## src/bmp8_pkg.sv

```systemverilog
// shared types and constants for the 8-bit bmp header and palette parser
// no dependencies; imported by the output stage and the top level

package bmp8_pkg;

  // largest palette accepted
  localparam int unsigned MAX_COLORS = 256;
  localparam int unsigned MIN_INFO_SIZE = 40;
  localparam int unsigned REQ_BPP = 8;

  // signature bytes
  localparam logic [7:0] SIG_B = 8'h42;
  localparam logic [7:0] SIG_M = 8'h4D;

  // byte positions at which a header field is complete
  localparam logic [5:0] POS_SIG0   = 6'd0;
  localparam logic [5:0] POS_SIG1   = 6'd1;
  localparam logic [5:0] POS_OFFSET = 6'd13;
  localparam logic [5:0] POS_HSIZE  = 6'd17;
  localparam logic [5:0] POS_WIDTH  = 6'd21;
  localparam logic [5:0] POS_HEIGHT = 6'd25;
  localparam logic [5:0] POS_PLANES = 6'd27;
  localparam logic [5:0] POS_BPP    = 6'd29;
  localparam logic [5:0] POS_COMPR  = 6'd33;
  localparam logic [5:0] POS_COLORS = 6'd49;
  localparam logic [5:0] POS_LAST   = 6'd53;

  // result kinds
  localparam logic [1:0] KIND_HEADER  = 2'd0;
  localparam logic [1:0] KIND_ERROR   = 2'd1;
  localparam logic [1:0] KIND_PALETTE = 2'd2;

  // error codes
  localparam logic [2:0] ERR_NO_BM        = 3'd0;
  localparam logic [2:0] ERR_ZERO_OFFSET  = 3'd1;
  localparam logic [2:0] ERR_SHORT_HEADER = 3'd2;
  localparam logic [2:0] ERR_BAD_DIMS     = 3'd3;
  localparam logic [2:0] ERR_BAD_FORMAT   = 3'd4;
  localparam logic [2:0] ERR_BAD_COLORS   = 3'd5;

  typedef enum logic [3:0] {
    PH_WAIT    = 4'b0001,
    PH_HEADER  = 4'b0010,
    PH_SKIP    = 4'b0100,
    PH_PALETTE = 4'b1000
  } phase_t;

  typedef struct packed {
    logic [7:0] data_byte;
    logic       first_byte;
  } in_item_t;

  typedef struct packed {
    logic [1:0]  kind;
    logic [2:0]  error_code;
    logic [31:0] image_width;
    logic [31:0] image_height;
    logic [32:0] row_stride;
    logic [31:0] pixel_offset;
    logic [8:0]  color_count;
    logic [7:0]  entry_index;
    logic [31:0] entry_value;
    logic        last_entry;
  } out_item_t;

endpackage

```

## src/bmp8_out_stage.sv

```systemverilog
// result register with valid/stall handshake toward the consumer
// depends on bmp8_pkg for the result type

module bmp8_out_stage
  import bmp8_pkg::*;
(
  input  logic      clk,
  input  logic      rst_n,
  input  logic      load,
  input  out_item_t load_data,
  output logic      can_load,
  output logic      out_valid,
  output out_item_t out_data,
  input  logic      out_stall
);

  logic      valid_r, valid_nxt;
  out_item_t data_r;

  // slot is free when empty or being drained this cycle
  assign can_load = !valid_r || !out_stall;

  always_comb begin
    valid_nxt = valid_r;
    if (load) begin
      valid_nxt = 1'b1;
    end else if (!out_stall) begin
      valid_nxt = 1'b0;
    end
  end

  always_ff @(posedge clk) begin
    if (!rst_n) begin
      valid_r <= 1'b0;
    end else begin
      valid_r <= valid_nxt;
    end
  end

  always_ff @(posedge clk) begin
    if (load) begin
      data_r <= load_data;
    end
  end

  assign out_valid = valid_r;
  assign out_data  = data_r;

endmodule

```

## src/bmp8_header_palette_parser.sv

```systemverilog
// top level of the 8-bit uncompressed bmp header and palette parser
// depends on bmp8_pkg and bmp8_out_stage
//
// The block takes a bmp file one byte per request and accepts one byte every
// cycle while the result register can take a result. The parse step is a
// single registered step, and the one-entry result register refills in the
// same cycle it is drained. A request with first_byte high starts a new parse
// from that byte. Header fields are checked in file order and the first failure
// gives one error result, after which bytes are dropped until the next
// first_byte. A good 54-byte header gives one header result (width, height,
// stride rounded up to 4, pixel offset, color count); the extra info header
// bytes are then skipped and each 4-byte palette entry gives one result, the
// final one flagged with last_entry. Fields that do not belong to a result's
// kind read as zero.

module bmp8_header_palette_parser
  import bmp8_pkg::*;
(
  input  logic      clk,
  input  logic      rst_n,
  input  logic      in_valid,
  output logic      in_stall,
  input  in_item_t  in_data,
  output logic      out_valid,
  input  logic      out_stall,
  output out_item_t out_data
);

  // parse state
  phase_t      phase_r, phase_nxt;
  logic [5:0]  pos_r, pos_nxt;
  logic [31:0] shift_r, shift_nxt;
  logic [31:0] offset_r, offset_nxt;
  logic [31:0] hsize_r, hsize_nxt;
  logic [31:0] width_r, width_nxt;
  logic [31:0] height_r, height_nxt;
  logic [8:0]  colors_r, colors_nxt;
  logic [31:0] skip_r, skip_nxt;
  logic [9:0]  entry_r, entry_nxt;

  // state as seen by this byte, after a possible restart
  phase_t      phase_c;
  logic [5:0]  pos_c;
  logic [31:0] shift_c;
  logic [31:0] offset_c;
  logic [31:0] hsize_c;
  logic [31:0] width_c;
  logic [31:0] height_c;
  logic [8:0]  colors_c;
  logic [31:0] skip_c;
  logic [9:0]  entry_c;

  logic [31:0] shift_in;
  logic [9:0]  entry_inc;
  logic        entry_last;
  logic        emit;
  out_item_t   res;

  logic        accept;
  logic        can_load;

  assign in_stall = !can_load;
  assign accept   = in_valid && can_load;

  // restart clears everything and enters header parsing
  always_comb begin
    if (in_data.first_byte) begin
      phase_c  = PH_HEADER;
      pos_c    = '0;
      shift_c  = '0;
      offset_c = '0;
      hsize_c  = '0;
      width_c  = '0;
      height_c = '0;
      colors_c = '0;
      skip_c   = '0;
      entry_c  = '0;
    end else begin
      phase_c  = phase_r;
      pos_c    = pos_r;
      shift_c  = shift_r;
      offset_c = offset_r;
      hsize_c  = hsize_r;
      width_c  = width_r;
      height_c = height_r;
      colors_c = colors_r;
      skip_c   = skip_r;
      entry_c  = entry_r;
    end
  end

  // little-endian assembly: new byte enters at the top
  assign shift_in   = {in_data.data_byte, shift_c[31:8]};
  assign entry_inc  = entry_c + 10'd1;
  assign entry_last = {1'b0, entry_inc} >= {1'b0, 1'b0, colors_c};

  always_comb begin
    phase_nxt  = phase_c;
    pos_nxt    = pos_c;
    shift_nxt  = shift_c;
    offset_nxt = offset_c;
    hsize_nxt  = hsize_c;
    width_nxt  = width_c;
    height_nxt = height_c;
    colors_nxt = colors_c;
    skip_nxt   = skip_c;
    entry_nxt  = entry_c;
    emit       = 1'b0;
    res        = '0;

    case (phase_c)
      PH_HEADER: begin
        shift_nxt = shift_in;
        pos_nxt   = pos_c + 6'd1;
        case (pos_c)
          POS_SIG0: begin
            if (in_data.data_byte != SIG_B) begin
              emit           = 1'b1;
              res.kind       = KIND_ERROR;
              res.error_code = ERR_NO_BM;
              phase_nxt      = PH_WAIT;
            end
          end
          POS_SIG1: begin
            if (in_data.data_byte != SIG_M) begin
              emit           = 1'b1;
              res.kind       = KIND_ERROR;
              res.error_code = ERR_NO_BM;
              phase_nxt      = PH_WAIT;
            end
          end
          POS_OFFSET: begin
            offset_nxt = shift_in;
            if (shift_in == '0) begin
              emit           = 1'b1;
              res.kind       = KIND_ERROR;
              res.error_code = ERR_ZERO_OFFSET;
              phase_nxt      = PH_WAIT;
            end
          end
          POS_HSIZE: begin
            hsize_nxt = shift_in;
            if (shift_in < 32'(MIN_INFO_SIZE)) begin
              emit           = 1'b1;
              res.kind       = KIND_ERROR;
              res.error_code = ERR_SHORT_HEADER;
              phase_nxt      = PH_WAIT;
            end
          end
          POS_WIDTH: begin
            width_nxt = shift_in;
          end
          POS_HEIGHT: begin
            height_nxt = shift_in;
          end
          POS_PLANES: begin
            if (width_c == '0 || height_c == '0 || shift_in[31:16] != 16'd1) begin
              emit           = 1'b1;
              res.kind       = KIND_ERROR;
              res.error_code = ERR_BAD_DIMS;
              phase_nxt      = PH_WAIT;
            end
          end
          POS_BPP: begin
            if (shift_in[31:16] != 16'(REQ_BPP)) begin
              emit           = 1'b1;
              res.kind       = KIND_ERROR;
              res.error_code = ERR_BAD_FORMAT;
              phase_nxt      = PH_WAIT;
            end
          end
          POS_COMPR: begin
            if (shift_in != '0) begin
              emit           = 1'b1;
              res.kind       = KIND_ERROR;
              res.error_code = ERR_BAD_FORMAT;
              phase_nxt      = PH_WAIT;
            end
          end
          POS_COLORS: begin
            if (shift_in == '0 || shift_in > 32'(MAX_COLORS)) begin
              emit           = 1'b1;
              res.kind       = KIND_ERROR;
              res.error_code = ERR_BAD_COLORS;
              phase_nxt      = PH_WAIT;
            end else begin
              colors_nxt = shift_in[8:0];
            end
          end
          POS_LAST: begin
            // header complete: extra info bytes precede the palette
            skip_nxt         = hsize_c - 32'(MIN_INFO_SIZE);
            entry_nxt        = '0;
            pos_nxt          = '0;
            shift_nxt        = '0;
            phase_nxt        = (hsize_c == 32'(MIN_INFO_SIZE)) ? PH_PALETTE : PH_SKIP;
            emit             = 1'b1;
            res.kind         = KIND_HEADER;
            res.image_width  = width_c;
            res.image_height = height_c;
            res.row_stride   = ({1'b0, width_c} + 33'd3) & ~33'd3;
            res.pixel_offset = offset_c;
            res.color_count  = colors_c;
          end
          default: begin
          end
        endcase
      end
      PH_SKIP: begin
        skip_nxt = skip_c - 32'd1;
        if (skip_c == 32'd1) begin
          phase_nxt = PH_PALETTE;
          pos_nxt   = '0;
          shift_nxt = '0;
        end
      end
      PH_PALETTE: begin
        shift_nxt = shift_in;
        pos_nxt   = pos_c + 6'd1;
        // fourth byte of an entry
        if (pos_c >= 6'd3) begin
          emit            = 1'b1;
          res.kind        = KIND_PALETTE;
          res.entry_index = entry_c[7:0];
          res.entry_value = shift_in;
          res.last_entry  = entry_last;
          entry_nxt       = entry_inc;
          pos_nxt         = '0;
          shift_nxt       = '0;
          if (entry_last) begin
            phase_nxt = PH_WAIT;
          end
        end
      end
      default: begin
        // waiting: bytes are dropped
      end
    endcase
  end

  always_ff @(posedge clk) begin
    if (!rst_n) begin
      phase_r  <= PH_WAIT;
      pos_r    <= '0;
      shift_r  <= '0;
      offset_r <= '0;
      hsize_r  <= '0;
      width_r  <= '0;
      height_r <= '0;
      colors_r <= '0;
      skip_r   <= '0;
      entry_r  <= '0;
    end else if (accept) begin
      phase_r  <= phase_nxt;
      pos_r    <= pos_nxt;
      shift_r  <= shift_nxt;
      offset_r <= offset_nxt;
      hsize_r  <= hsize_nxt;
      width_r  <= width_nxt;
      height_r <= height_nxt;
      colors_r <= colors_nxt;
      skip_r   <= skip_nxt;
      entry_r  <= entry_nxt;
    end
  end

  // result register, refilled in the cycle it drains
  bmp8_out_stage u_out_stage (
    .clk       (clk),
    .rst_n     (rst_n),
    .load      (accept && emit),
    .load_data (res),
    .can_load  (can_load),
    .out_valid (out_valid),
    .out_data  (out_data),
    .out_stall (out_stall)
  );

endmodule
```

## config.mk

```make
export PLATFORM = sky130hd
export DESIGN_NAME = bmp8_header_palette_parser
export DESIGN_NICKNAME = d
export VERILOG_FILES = /design/src/bmp8_pkg.sv /design/src/bmp8_out_stage.sv /design/src/bmp8_header_palette_parser.sv
export SDC_FILE = /design/constraint.sdc
export NUM_CORES = 1
export LEC_CHECK = 0
export BUFFER_PORTS_ARGS = -buffer_cell sky130_fd_sc_hd__buf_2
export CAP_MARGIN = 10
export CORE_ASPECT_RATIO = 0.75
export CORE_MARGIN = 4
export CORE_UTILIZATION = 35
export DETAILED_ROUTE_END_ITERATION = 6
export SETUP_SLACK_MARGIN = 0.05
export SLEW_MARGIN = 10
export SYNTH_ARGS = -nofsm -noshare
export SYNTH_HDL_FRONTEND = slang
export SYNTH_SLANG_ARGS = --single-unit
```

## constraint.sdc

```tcl
create_clock -name clk -period 12.3 [get_ports clk]
set_input_delay 0.615 -clock clk [delete_from_list [all_inputs] [get_ports clk]]
set_output_delay 0.615 -clock clk [all_outputs]
set_load 0.01 [all_outputs]
```

======== Word-level counts from Yosys, hierarchy flattened ========
Cells that the tools add are included.
cells by class
  mux-type cells .......................... 73
  reductions and logical operators ........ 16
  bitwise operators ....................... 0
  shift-type cells ........................ 0
  add/sub/neg operators ................... 5
  divide/modulo/power cells ............... 0
  magnitude comparators ................... 4
  equal/unequal tests ..................... 20
  multipliers ............................. 0
operator list
  kind                                                                               number
  32-bit 2-to-1 mux                                                                  18
  32-bit logical NOT                                                                 3
  32-bit case mux with 3 select lines                                                1
  4-bit 2-to-1 mux                                                                   21
  32-bit case mux with 2 select lines                                                1
  9-bit 2-to-1 mux                                                                   4
  4-bit case mux with 9 select lines                                                 1
  32-bit by 2-bit adder with 33-bit output (second input constant)                   1
  32-bit by 1-bit equality test with 1-bit output (second input constant)            1
  32-bit by 6-bit equality test with 1-bit output (second input constant)            1
  32-bit by 9-bit greater-than comparator with 1-bit output (second input constant)  1
  32-bit by 6-bit less-than comparator with 1-bit output (second input constant)     1
  32-bit nonzero test                                                                1
  32-bit by 1-bit subtractor with 32-bit output (second input constant)              1
  32-bit by 6-bit subtractor with 32-bit output (second input constant)              1
  6-bit by 5-bit equality test with 1-bit output (second input constant)             5
  10-bit 2-to-1 mux                                                                  3
  6-bit 2-to-1 mux                                                                   4
  3-bit case mux with 8 select lines                                                 1
  10-bit case mux with 2 select lines                                                1
  6-bit equality test (second input constant)                                        3
  6-bit case mux with 3 select lines                                                 1
  16-bit by 1-bit != test with 1-bit output (second input constant)                  1
  16-bit by 4-bit != test with 1-bit output (second input constant)                  1
  other kinds (23)                                                                   41
word-level totals
  bits in registers ....................... 406
  ROM bits ................................ 0
  memory bits (writable) .................. 0
  latch bits .............................. 0
  output and inout port bits .............. 186
  memories kept ........................... 0

======== Logic depth before layout (Yosys ltp) ========
Gate-level depths: netlist of the first run.
  word-level depth ........................ 9
  gate-level depth with buffers ........... 19
  gate-level depth less buffers ........... 13

======== Hierarchy ========
From an unflattened synthesis of the first run, not the netlist that was laid out.
second synthesis, totals
  cell total of the unflattened synthesis .. 1829
  area total of the unflattened synthesis .. 17913.4 um^2
by module, submodules not included
  module                      area an instance (um^2)  cells an instance  times used  seq. area each (um^2)
  bmp8_header_palette_parser  12353.1                  1641               1           4264.1
  bmp8_out_stage              5560.3                   188                1           5545.3

======== Worst setup path after synthesis of the first run ========
No wires, ideal clock.
  path kind ............................... input-to-reg
  start point ............................. input in_data[0] in the netlist's numbering
  end point ............................... register u_out_stage.data_r, in the netlist u_out_stage.out_data[0] (enable)
  stages on the path ...................... 13
  buffers on the path ..................... 5
  data required time ...................... 11.553 ns
  path slack .............................. 0.534 ns
  setup time .............................. 0.747 ns
  arrival time ............................ 11.019 ns
  path through ............................ buf_2 inv_1 clkbuf_1 clkbuf_1 nand2_1 inv_1 ha_1 nand3b_1 nor3_1 clkbuf_1 clkbuf_1 nor3_1 o21ai_1
on the way
  cells in the longest elaborated chain, start to end .. 8
RTL lines
  element                                                                                                            line                               RTL
  start: declaration                                                                                                 bmp8_header_palette_parser.sv:23   input in_item_t in_data,
  parallel branches: the longest is 6 deep, another holds 32-bit by 9-bit greater-than comparator with 1-bit output  -
  1-bit case mux with 2 select lines (*)                                                                             bmp8_header_palette_parser.sv:111  case (phase_c)
  1-bit logical AND (*)                                                                                              bmp8_header_palette_parser.sv:271  .load (accept && emit),
  net u_out_stage.load                                                                                               bmp8_out_stage.sv:9                input logic load,
  end signal: assignment                                                                                             bmp8_out_stage.sv:42               data_r <= load_data;
  end: declaration                                                                                                   bmp8_out_stage.sv:18               out_item_t data_r;
Mark *: on every way through the listed nets, which the timed path passes.
A chain may end at the register's enable or synchronous reset.

======== Final worst setup path of the first run ========
  start point ............................. input in_data[0] in the netlist's numbering
  end point ............................... register u_out_stage.data_r, in the netlist u_out_stage.out_data[99] (enable)
Same word-level chain as after synthesis.

==> flow_summary.yaml, run 1 <==
run_status:
  outcome: "complete, no violations"
route:
  drcViolationCount: 0
  antenna_left: 0
  dr.first_iter.drc_count: 2084
  dr.pass1.iters: 5
  dr_total_vias: 15420
  postRouteWirelength_mm: 59.3
  routed_via_density: 5.82
  wire_per_inst_um: 22.4
synthesis:
  syn_inst: 1834
  synth_edf_count: 182
  seq_area_frac_synth_pct: 54.4
  synthFlopType: "dfxtp_1"
  synth_mux_area_share_pct: 0
  avgSynthCellArea_um2: 9.77
  synth-xor-area-share_pct: 2.64
  synthArstFlopShare_pct: 0
  yosysWarnings: 0
  synth_compound_area_share_pct: 16.2
  synth_seq_cells: 396
  synth_top_family_by_area: "simple AND/OR/NAND/NOR gates"
  synth_fa_ha_area_share_pct: 1.12
  synth_area_um2: 17900
  synthSimpleGateAreaFrac_pct: 22.1
  ys_types: 71
place:
  dp_hpwl_mm: 39.6
  port_buffers: 196
  place_congestion: 0.927
pwr:
  leakage_nw: 8.03
  power_mw: 2.81
  p_per_area_nw_per_um2: 135
  irDropWorstVdd_mv: 0.0962
clock_network:
  clk_pin_slew_ns: 0.06
  cts_resized: 0
  numCtsBuffers: 40
  post-cts-setup-buffers: 0
  cts_tree: "built"
  worstSkewPairLatency_ns: 0.56
  cts_max_level: 2
  cts_hold_buf: 0
  clockRootBuffer: "clkbuf_16"
  cts_buffer_depth: 3
  clkSinkCount: 396
sta:
  slew_headroom_pct: 14.4
  timing.fmax_ghz: 0.203
  hold_violations: 0
  fin_skew_ns: 0.0250
  setup_violations: 0
  rsz0062_at_grt: "no"
  fin_tns_setup_ns: 0
  maxSlewViolCount: 0
  min_period_ns: 4.92
  period_share_pct: 40.0
  worstMarginPinSlew_ns: 1.28
finish:
  final_nets: 1989
  final_layout_size_suffix_gt1_share_pct: 15.8
  syn_to_final_growth_pct: 15.9
  layout_commonest_cell: "nor2_1"
  antenna_cells: 0
  final_cell_mix: "284 x nor2_1, 214 x dfxtp_1, 195 x buf_2"
global_routing:
  grtUsageTotal_pct: 20.7
  antenna_found_initial: 4
  grt_start_max_net_pins: 98
  grt_pass1_wl_mm: 89.6
  grt-ovfl-total: 0
  grt_pass1_vias: 14449
setup_path:
  critPathLaunchType: "input pin"
  worst-setup-path-type: "input pin to register"
  cp_max_fo: 75
  cp_data_arrival_time_ns: 5.09
  endpoint_kind: "register"
  cp_data_required_time_ns: 12.47
min_path:
  hold_path.class: "input pin to register"
floorplan:
  ios: 199
  core_area_um2: 50400
  row_count: 71
  die_x_um: 269
  initial_utilization_pct: 35.6
  die_h_um: 204
  die_area_um2: 54900
run:
  max-cap-violations: 0
-- path summary, 6_finish.rpt --
kind / start / end / slack [ns] / cells past startpoint
setup / recovery: in_data[0] / u_out_stage.out_data[99] / 7.38 / 13
hold / removal: in_valid / u_out_stage.out_valid / 0.43 / 3
setup reg to reg: pos_r[3] / u_out_stage.out_data[99] / 7.75 / 9
hold reg to reg: pos_r[0] / pos_r[0] / 0.48 / 2
-- registers in the layout, indices dropped and copies added, names as in the netlist, 4 cells and up --
name                  count
offset_r                 32
height_r                 32
phase_r                   4
hsize_r                  32
u_out_stage.out_data    182
skip_r                   32
colors_r                  9
pos_r                     6
shift_r                  24
entry_r                  10
width_r                  32
-- critical path, stage by stage --
cell	delay [ns]
buf_4	0.23
inv_1	0.10
buf_4	0.36
nand2_1	0.13
inv_1	0.14
ha_1	0.34
o21ai_1	0.16
buf_4	0.22
inv_1	0.82
nand2_1	0.31
o21ai_4	0.13
buf_4	0.51
buf_4	0.81
-- metal layers --
metal	global-route usage, %	up-vias	share of wire [%]
met3	6.58	106	12
met1	30.3	7494	45
li1	-	7030	-
met2	29.6	786	41
met5	0	-	0.044
met4	4.84	4	2.1
-- cell type report --
class | count | area (um2)
well taps | 657 | 822
inverters | 19 | 73.8
repair buffers | 224 | 1190
clock buffers | 56 | 1150
fillers | 4909 | 29600
clock inverters | 17 | 160
multi-input cells | 1279 | 7630
flip-flops and latches | 396 | 9750
-- report_power, final --
group	switching (mW)	leakage [nW]	internal [mW]
clock	0.536	0.630	0.703
combinational	0.123	3.75	0.0379
sequential	0.0125	3.65	1.39
total	0.671	8.03	2.14
-- Yosys cell counts, drive strengths merged (19+ instances only) --
library cell,instances,area (um2)
dfxtp,214,4280
o21ai,80,400
nand2,95,357
and2,33,206
inv,19,71.3
a21oi,67,335
nor2b,37,231
nor3,43,215
nor4,41,272
nand4,21,161
xor2,33,289
a22oi,166,1250
nor2,286,1090
nand3,42,210
edfxtp,182,5470
a31oi,20,125
clkbuf,124,465
xnor2,21,184
and3,112,702
-- stage by stage --
step	area, um2	std cells	setup WS (ns)	utilization, %	hold slack, ns
after global placement	19500	2575	6.98	38.6	0.460
after detailed placement	19500	2575	6.84	38.6	0.467
final	20800	2648	7.38	41.3	0.427
after global routing	20800	2648	7.07	41.3	0.424
after floorplan	17900	1835	0.534	-	0.438
after CTS	20800	2648	7.42	41.3	0.409
-- kinds of logic (layout without fill, tap and decap cells) --
family          count (synthesis)  in the layout
simple gates                  778            778
compound gates                429            429
fa+ha+maj                      16             16
other cells                     1              2
xor+xnor                       54             54
buf+inv                       160            316
flops                         396            396
No activity file was read; power rests on OpenSTA's default activity.
==> run 2, diff against run 1 <==
clock period = 4.8 ns   (was 12.3 ns; I/O delays follow)
==> run 2 against run 1 <==
  * Core utilization rose by 0.31 points
  * Clock skew up 0.011 ns
  * Critical path depth down 5
  * Non-clock buffer count up 9
  * Setup slack got worse by 6.0 ns
  * Global-route usage increased by 0.24 points
  * Clock power grew to 2.6 times the previous value
  * Worst hold slack got worse by 0.38 ns
  * Sequential share of layout area decreased by 0.35 points
  * Via count increased by 1.3%
  * Die area did not move
  * Routed wire length up 1.4%
==> flow_summary.yaml, run 2 (synthesized netlist as in run 1, its figures left out) <==
setup_path:
  cp_slowest_stage_delay_ns: 0.59
  cp_data_arrival_time_ns: 3.59
  rrSetupSlack_ns: 1.37
  crit_path_start: "shift_r[31]"
  crit_cells: 8
  r2r_end: "u_out_stage.out_data[164]"
  r2r_cells: 8
  cp_data_required_time_ns: 4.96
  crit_buf_inv: 1
  cpMaxStageDelayCell: "or4_1"
  crit_chain: "or4_1 > nor4_1 > nand3_1 > o31ai_1 > nand3_1 > nor3_4 > o21ai_4 > buf_12"
  critPathLaunchType: "register"
  critical_path.endpoint: "u_out_stage.out_data[164]"
  crit_top_cell: "nand3_1"
  cp_max_fo: 114
  rr_startpoint: "shift_r[31]"
  worst-setup-path-type: "register to register"
  endpoint_kind: "register"
  crit_family: "simple AND/OR/NAND/NOR gates"
sta:
  period_share_pct: 71.4
  maxSlewViolCount: 0
  slew_headroom_pct: 17.3
  timing.fmax_ghz: 0.292
  worstMarginPinSlew_ns: 1.24
  setup_violations: 0
  fin_skew_ns: 0.0362
  fin_tns_setup_ns: 0
  hold_violations: 0
  rsz0062_at_grt: "no"
  min_period_ns: 3.43
  fin_ws_ns: 1.37
clock_network:
  worstSkewPairLatency_ns: 0.59
  post-cts-setup-buffers: 0
  clkSinkCount: 396
  cts_max_level: 2
  cts_resized: 0
  cts_buffer_depth: 3
  cts_hold_buf: 0
  clockRootBuffer: "clkbuf_16"
  cts_tree: "built"
  numCtsBuffers: 42
  clk_pin_slew_ns: 0.06
finish:
  fin_util_pct: 41.6
  syn_to_final_growth_pct: 16.8
  layout_commonest_cell: "nor2_1"
  largest_reg_flops: 182
  regArea_um2: 9750
  multi_input_area_um2: 7670
  antenna_cells: 0
  final_cell_mix: "284 x nor2_1, 214 x dfxtp_1, 195 x buf_2"
  final_nets: 2000
  fill_cells: 4860
  final_layout_size_suffix_gt1_share_pct: 16.6
min_path:
  hold_path.class: "input pin to register"
run_status:
  outcome: "complete, no violations"
place:
  dp_hpwl_mm: 40.0
  pre_cts_slack_ns: 1.11
  port_buffers: 196
  place_congestion: 0.905
route:
  routed-wl-met2_mm: 25.3
  routed_via_density: 5.87
  antenna_left: 0
  wire_per_inst_um: 22.6
  dr_total_vias: 15619
  postRouteWirelength_mm: 60.1
  dr.first_iter.drc_count: 2045
  dr_wl_met3_mm: 6.21
  drcViolationCount: 0
  highest_layer: "met4"
  dr.pass1.iters: 7
  met1_length_mm: 27.2
floorplan:
  row_count: 71
  die_x_um: 269
  ios: 199
  die_area_um2: 54900
  core_area_um2: 50400
  die_h_um: 204
  initial_utilization_pct: 35.6
global_routing:
  grt_pass1_wl_mm: 90.2
  grt-ovfl-total: 0
  grtUsageTotal_pct: 20.9
  grt_pass1_vias: 14423
  antenna_found_initial: 0
  grt_start_max_net_pins: 162
pwr:
  swShare_pct: 24.3
  power_switching_mw: 1.76
  irDropWorstVdd_mv: 0.213
  p_per_area_nw_per_um2: 345
  p_comb_share_pct: 5.9
  power_mw: 7.23
  p_int_mw: 5.47
  seqPwrFrac_pct: 49.9
  leakage_nw: 8.11
  pwr-share-clk_pct: 44.2
run:
  max-cap-violations: 0
-- run 2: final cells by class --
| class | count | share of cell area (%) |
|---|---|---|
| Sequential cell | 396 | 46.6 |
| Multi-Input combinational cell | 1279 | 36.6 |
| Timing Repair Buffer | 233 | 6.20 |
| Clock buffer | 60 | 5.69 |
| Tap cell | 657 | 3.93 |
| Clock inverter | 16 | 0.615 |
| Inverter | 19 | 0.376 |
-- run 2: worst min-delay path, cell delays in order --
cell and delay, ns:
buf_2 0.13, nand3_1 0.07, o22ai_1 0.10
-- run 2: worst min-delay path by stage --
stage | from | to | slack (ns) | cells after the start
after floorplan | in_data[2] | hsize_r[25] | 0.39 | 2
final | in_valid | u_out_stage.out_valid | 0.05 | 3
after global routing | in_valid | u_out_stage.out_valid | 0.07 | 3
after detailed placement | colors_r[0] | colors_r[0] | 0.48 | 1
after global placement | entry_r[9] | entry_r[9] | 0.46 | 1
after CTS | in_valid | u_out_stage.out_valid | 0.05 | 3
-- run 2: metal layers --
layer,up-vias,GRT usage [%]
met5,-,0
met3,100,4.98
li1,7063,-
met2,842,30.6
met4,0,5.44
met1,7614,31.0
-- run 2: through the flow --
stage,hold WS [ns],cell area (um2),std cells
2_1_floorplan,0.388,18000,1835
3_3_place_gp,0.461,19600,2584
3_5_place_dp,0.475,19600,2584
4_1_cts,0.0533,20900,2660
5_1_grt,0.0739,20900,2660
6_report,0.0487,20900,2660
-- run 2: power by group through the flow --
stage	logic (mW)	registers, mW	clock network [mW]
2_1_floorplan	0.239	3.70	0
3_3_place_gp	0.416	3.68	0
3_5_place_dp	0.419	3.68	0
4_1_cts	0.420	3.60	3.26
5_1_grt	0.457	3.61	3.40
6_report	0.428	3.61	3.20
==> run 3, diff against run 2 <==
clock period = 3.2 ns   (was 4.8 ns; I/O delays follow)
==> run 3 against run 2 <==
  * First-iteration DRC count down 15%
  * Combinational power rose by 64%
  * Routed wire length up 1.6%
  * Count of clock-buffer cells in the layout is 7 lower
  * Via count grew 0.20%
  * Global-route usage rose by 0.50 points
  * Register-to-register slack lost 1.1 ns
  * Clock power rose by 58%
  * Core utilization grew 1.5 points
==> flow_summary.yaml, run 3 (synthesized netlist as in run 1, its figures left out) <==
setup_path:
  critical_path.endpoint: "u_out_stage.out_data[159]"
  endpoint_kind: "register"
  crit_path_start: "shift_r[31]"
  cp_data_required_time_ns: 3.51
  rrSetupSlack_ns: 0.25
  cp_data_arrival_time_ns: 3.26
  worst-setup-path-type: "register to register"
  critPathLaunchType: "register"
  r2r_cells: 9
  cp_max_fo: 19
  rr_startpoint: "shift_r[31]"
  r2r_end: "u_out_stage.out_data[159]"
global_routing:
  antenna_found_initial: 4
  grtUsageTotal_pct: 21.4
  grt_start_max_net_pins: 141
  grt-ovfl-total: 0
  grt_pass1_vias: 14747
  grt_pass1_wl_mm: 92.3
sta:
  fin_skew_ns: 0.0265
  setup_violations: 0
  slew_headroom_pct: 25.0
  rsz0062_at_grt: "no"
  hold_violations: 0
  maxSlewViolCount: 0
  timing.fmax_ghz: 0.339
  worstMarginPinSlew_ns: 1.12
  hold-worst-slack_ns: 0.0599
  min_period_ns: 2.95
  period_share_pct: 92.3
clock_network:
  worstSkewPairLatency_ns: 0.56
  post-cts-setup-buffers: 0
  cts_buffer_depth: 3
  clkSinkCount: 396
  cts_tree: "built"
  clk_pin_slew_ns: 0.06
  cts_max_level: 2
  numCtsBuffers: 40
  clockRootBuffer: "clkbuf_16"
route:
  postRouteWirelength_mm: 61.1
  routed_via_density: 5.73
  dr.first_iter.drc_count: 1739
  antenna_left: 0
  drcViolationCount: 0
  dr.pass1.iters: 6
  dr_total_vias: 15650
  wire_per_inst_um: 22.4
run_status:
  outcome: "complete, no violations"
pwr:
  swShare_pct: 23.1
  power_mw: 11.2
  p_int_mw: 8.60
  p_comb_share_pct: 6.3
  pwr-share-clk_pct: 45.4
  leakage_nw: 8.55
  power_switching_mw: 2.58
  p_per_area_nw_per_um2: 516
  irDropWorstVdd_mv: 0.312
  seqPwrFrac_pct: 48.3
run:
  max-cap-violations: 0
place:
  place_congestion: 0.922
  port_buffers: 196
  post-place-cells: 2654
  dp_hpwl_mm: 42.5
  postPlaceCellArea_um2: 20200
finish:
  layout_commonest_cell: "nor2_1"
  syn_to_final_growth_pct: 20.9
  layout.cells.non_filler: 2729
  antenna_cells: 0
  final_layout_size_suffix_gt1_share_pct: 19.6
  fin_area_um2: 21700
  final_nets: 2069
  final_cell_mix: "284 x nor2_1, 214 x dfxtp_1, 195 x buf_2"
  largest_reg_flops: 182
floorplan:
  core_area_um2: 50400
  die_area_um2: 54900
  row_count: 71
  die_x_um: 269
  initial_utilization_pct: 35.6
  die_h_um: 204
  ios: 199
min_path:
  hold_path.class: "input pin to register"
## run 3: metrics by stage
step | worst slack [ns] | util [%] | TNS, ns
CTS | 0.283 | 43.0 | 0
global placement | 0.287 | 40.2 | 0
floorplan | -1.88 | - | -342.12
detailed placement | 0.270 | 40.2 | 0
finish | 0.247 | 43.0 | 0
global route | 0.0829 | 43.0 | 0
## run 3: worst min path at each step
stage	startpoint	endpoint	cells after the start
2_1_floorplan	in_data[2]	hsize_r[25]	2
3_3_place_gp	in_valid	u_out_stage.out_valid	3
3_5_place_dp	entry_r[9]	entry_r[9]	1
4_1_cts	out_stall	u_out_stage.out_valid	5
5_1_grt	in_data[5]	width_r[28]	4
6_report	out_stall	u_out_stage.out_valid	5
## run 3: layer usage
metal  part of all wire [%]  global-route usage, %  vias up
met2                     42                   31.4      738
met5                  0.021                      0        -
met1                     45                   31.6     7634
li1                       -                      -     7195
met4                    1.9                   4.65        2
met3                     11                   5.90       81
## run 3: power groups by stage
stage / clock [mW] / combinational (mW) / sequential [mW]
2_1_floorplan: 0 / 0.359 / 5.54
3_3_place_gp: 0 / 0.685 / 5.51
3_5_place_dp: 0 / 0.692 / 5.51
4_1_cts: 5.19 / 0.695 / 5.40
5_1_grt: 5.41 / 0.747 / 5.41
6_report: 5.07 / 0.703 / 5.40
## run 3: critical path, stage by stage, from the launching register on
cell,delay [ns]
dfxtp_1,0.33
or4_1,0.58
nor4_1,0.22
nand3_1,0.22
o31ai_1,0.41
nand3_1,0.21
nor3_4,0.28
o21ai_4,0.12
buf_12,0.19
buf_12,0.16
## run 3: layout make-up
| type | instances | area [um2] |
|---|---|---|
| Fill cell | 4840 | 28700 |
| Timing Repair Buffer | 304 | 1920 |
| Multi-Input combinational cell | 1279 | 7670 |
| Sequential cell | 396 | 9750 |
| Inverter | 19 | 78.8 |
| Clock buffer | 53 | 1150 |
| Clock inverter | 21 | 278 |
| Tap cell | 657 | 822 |
## run 3: timing repair
item | in CTS | in global routing
gates resized for setup | 0 | 0
endpoints found under the hold margin | 1 | 0
hold buffers | 1 | 0
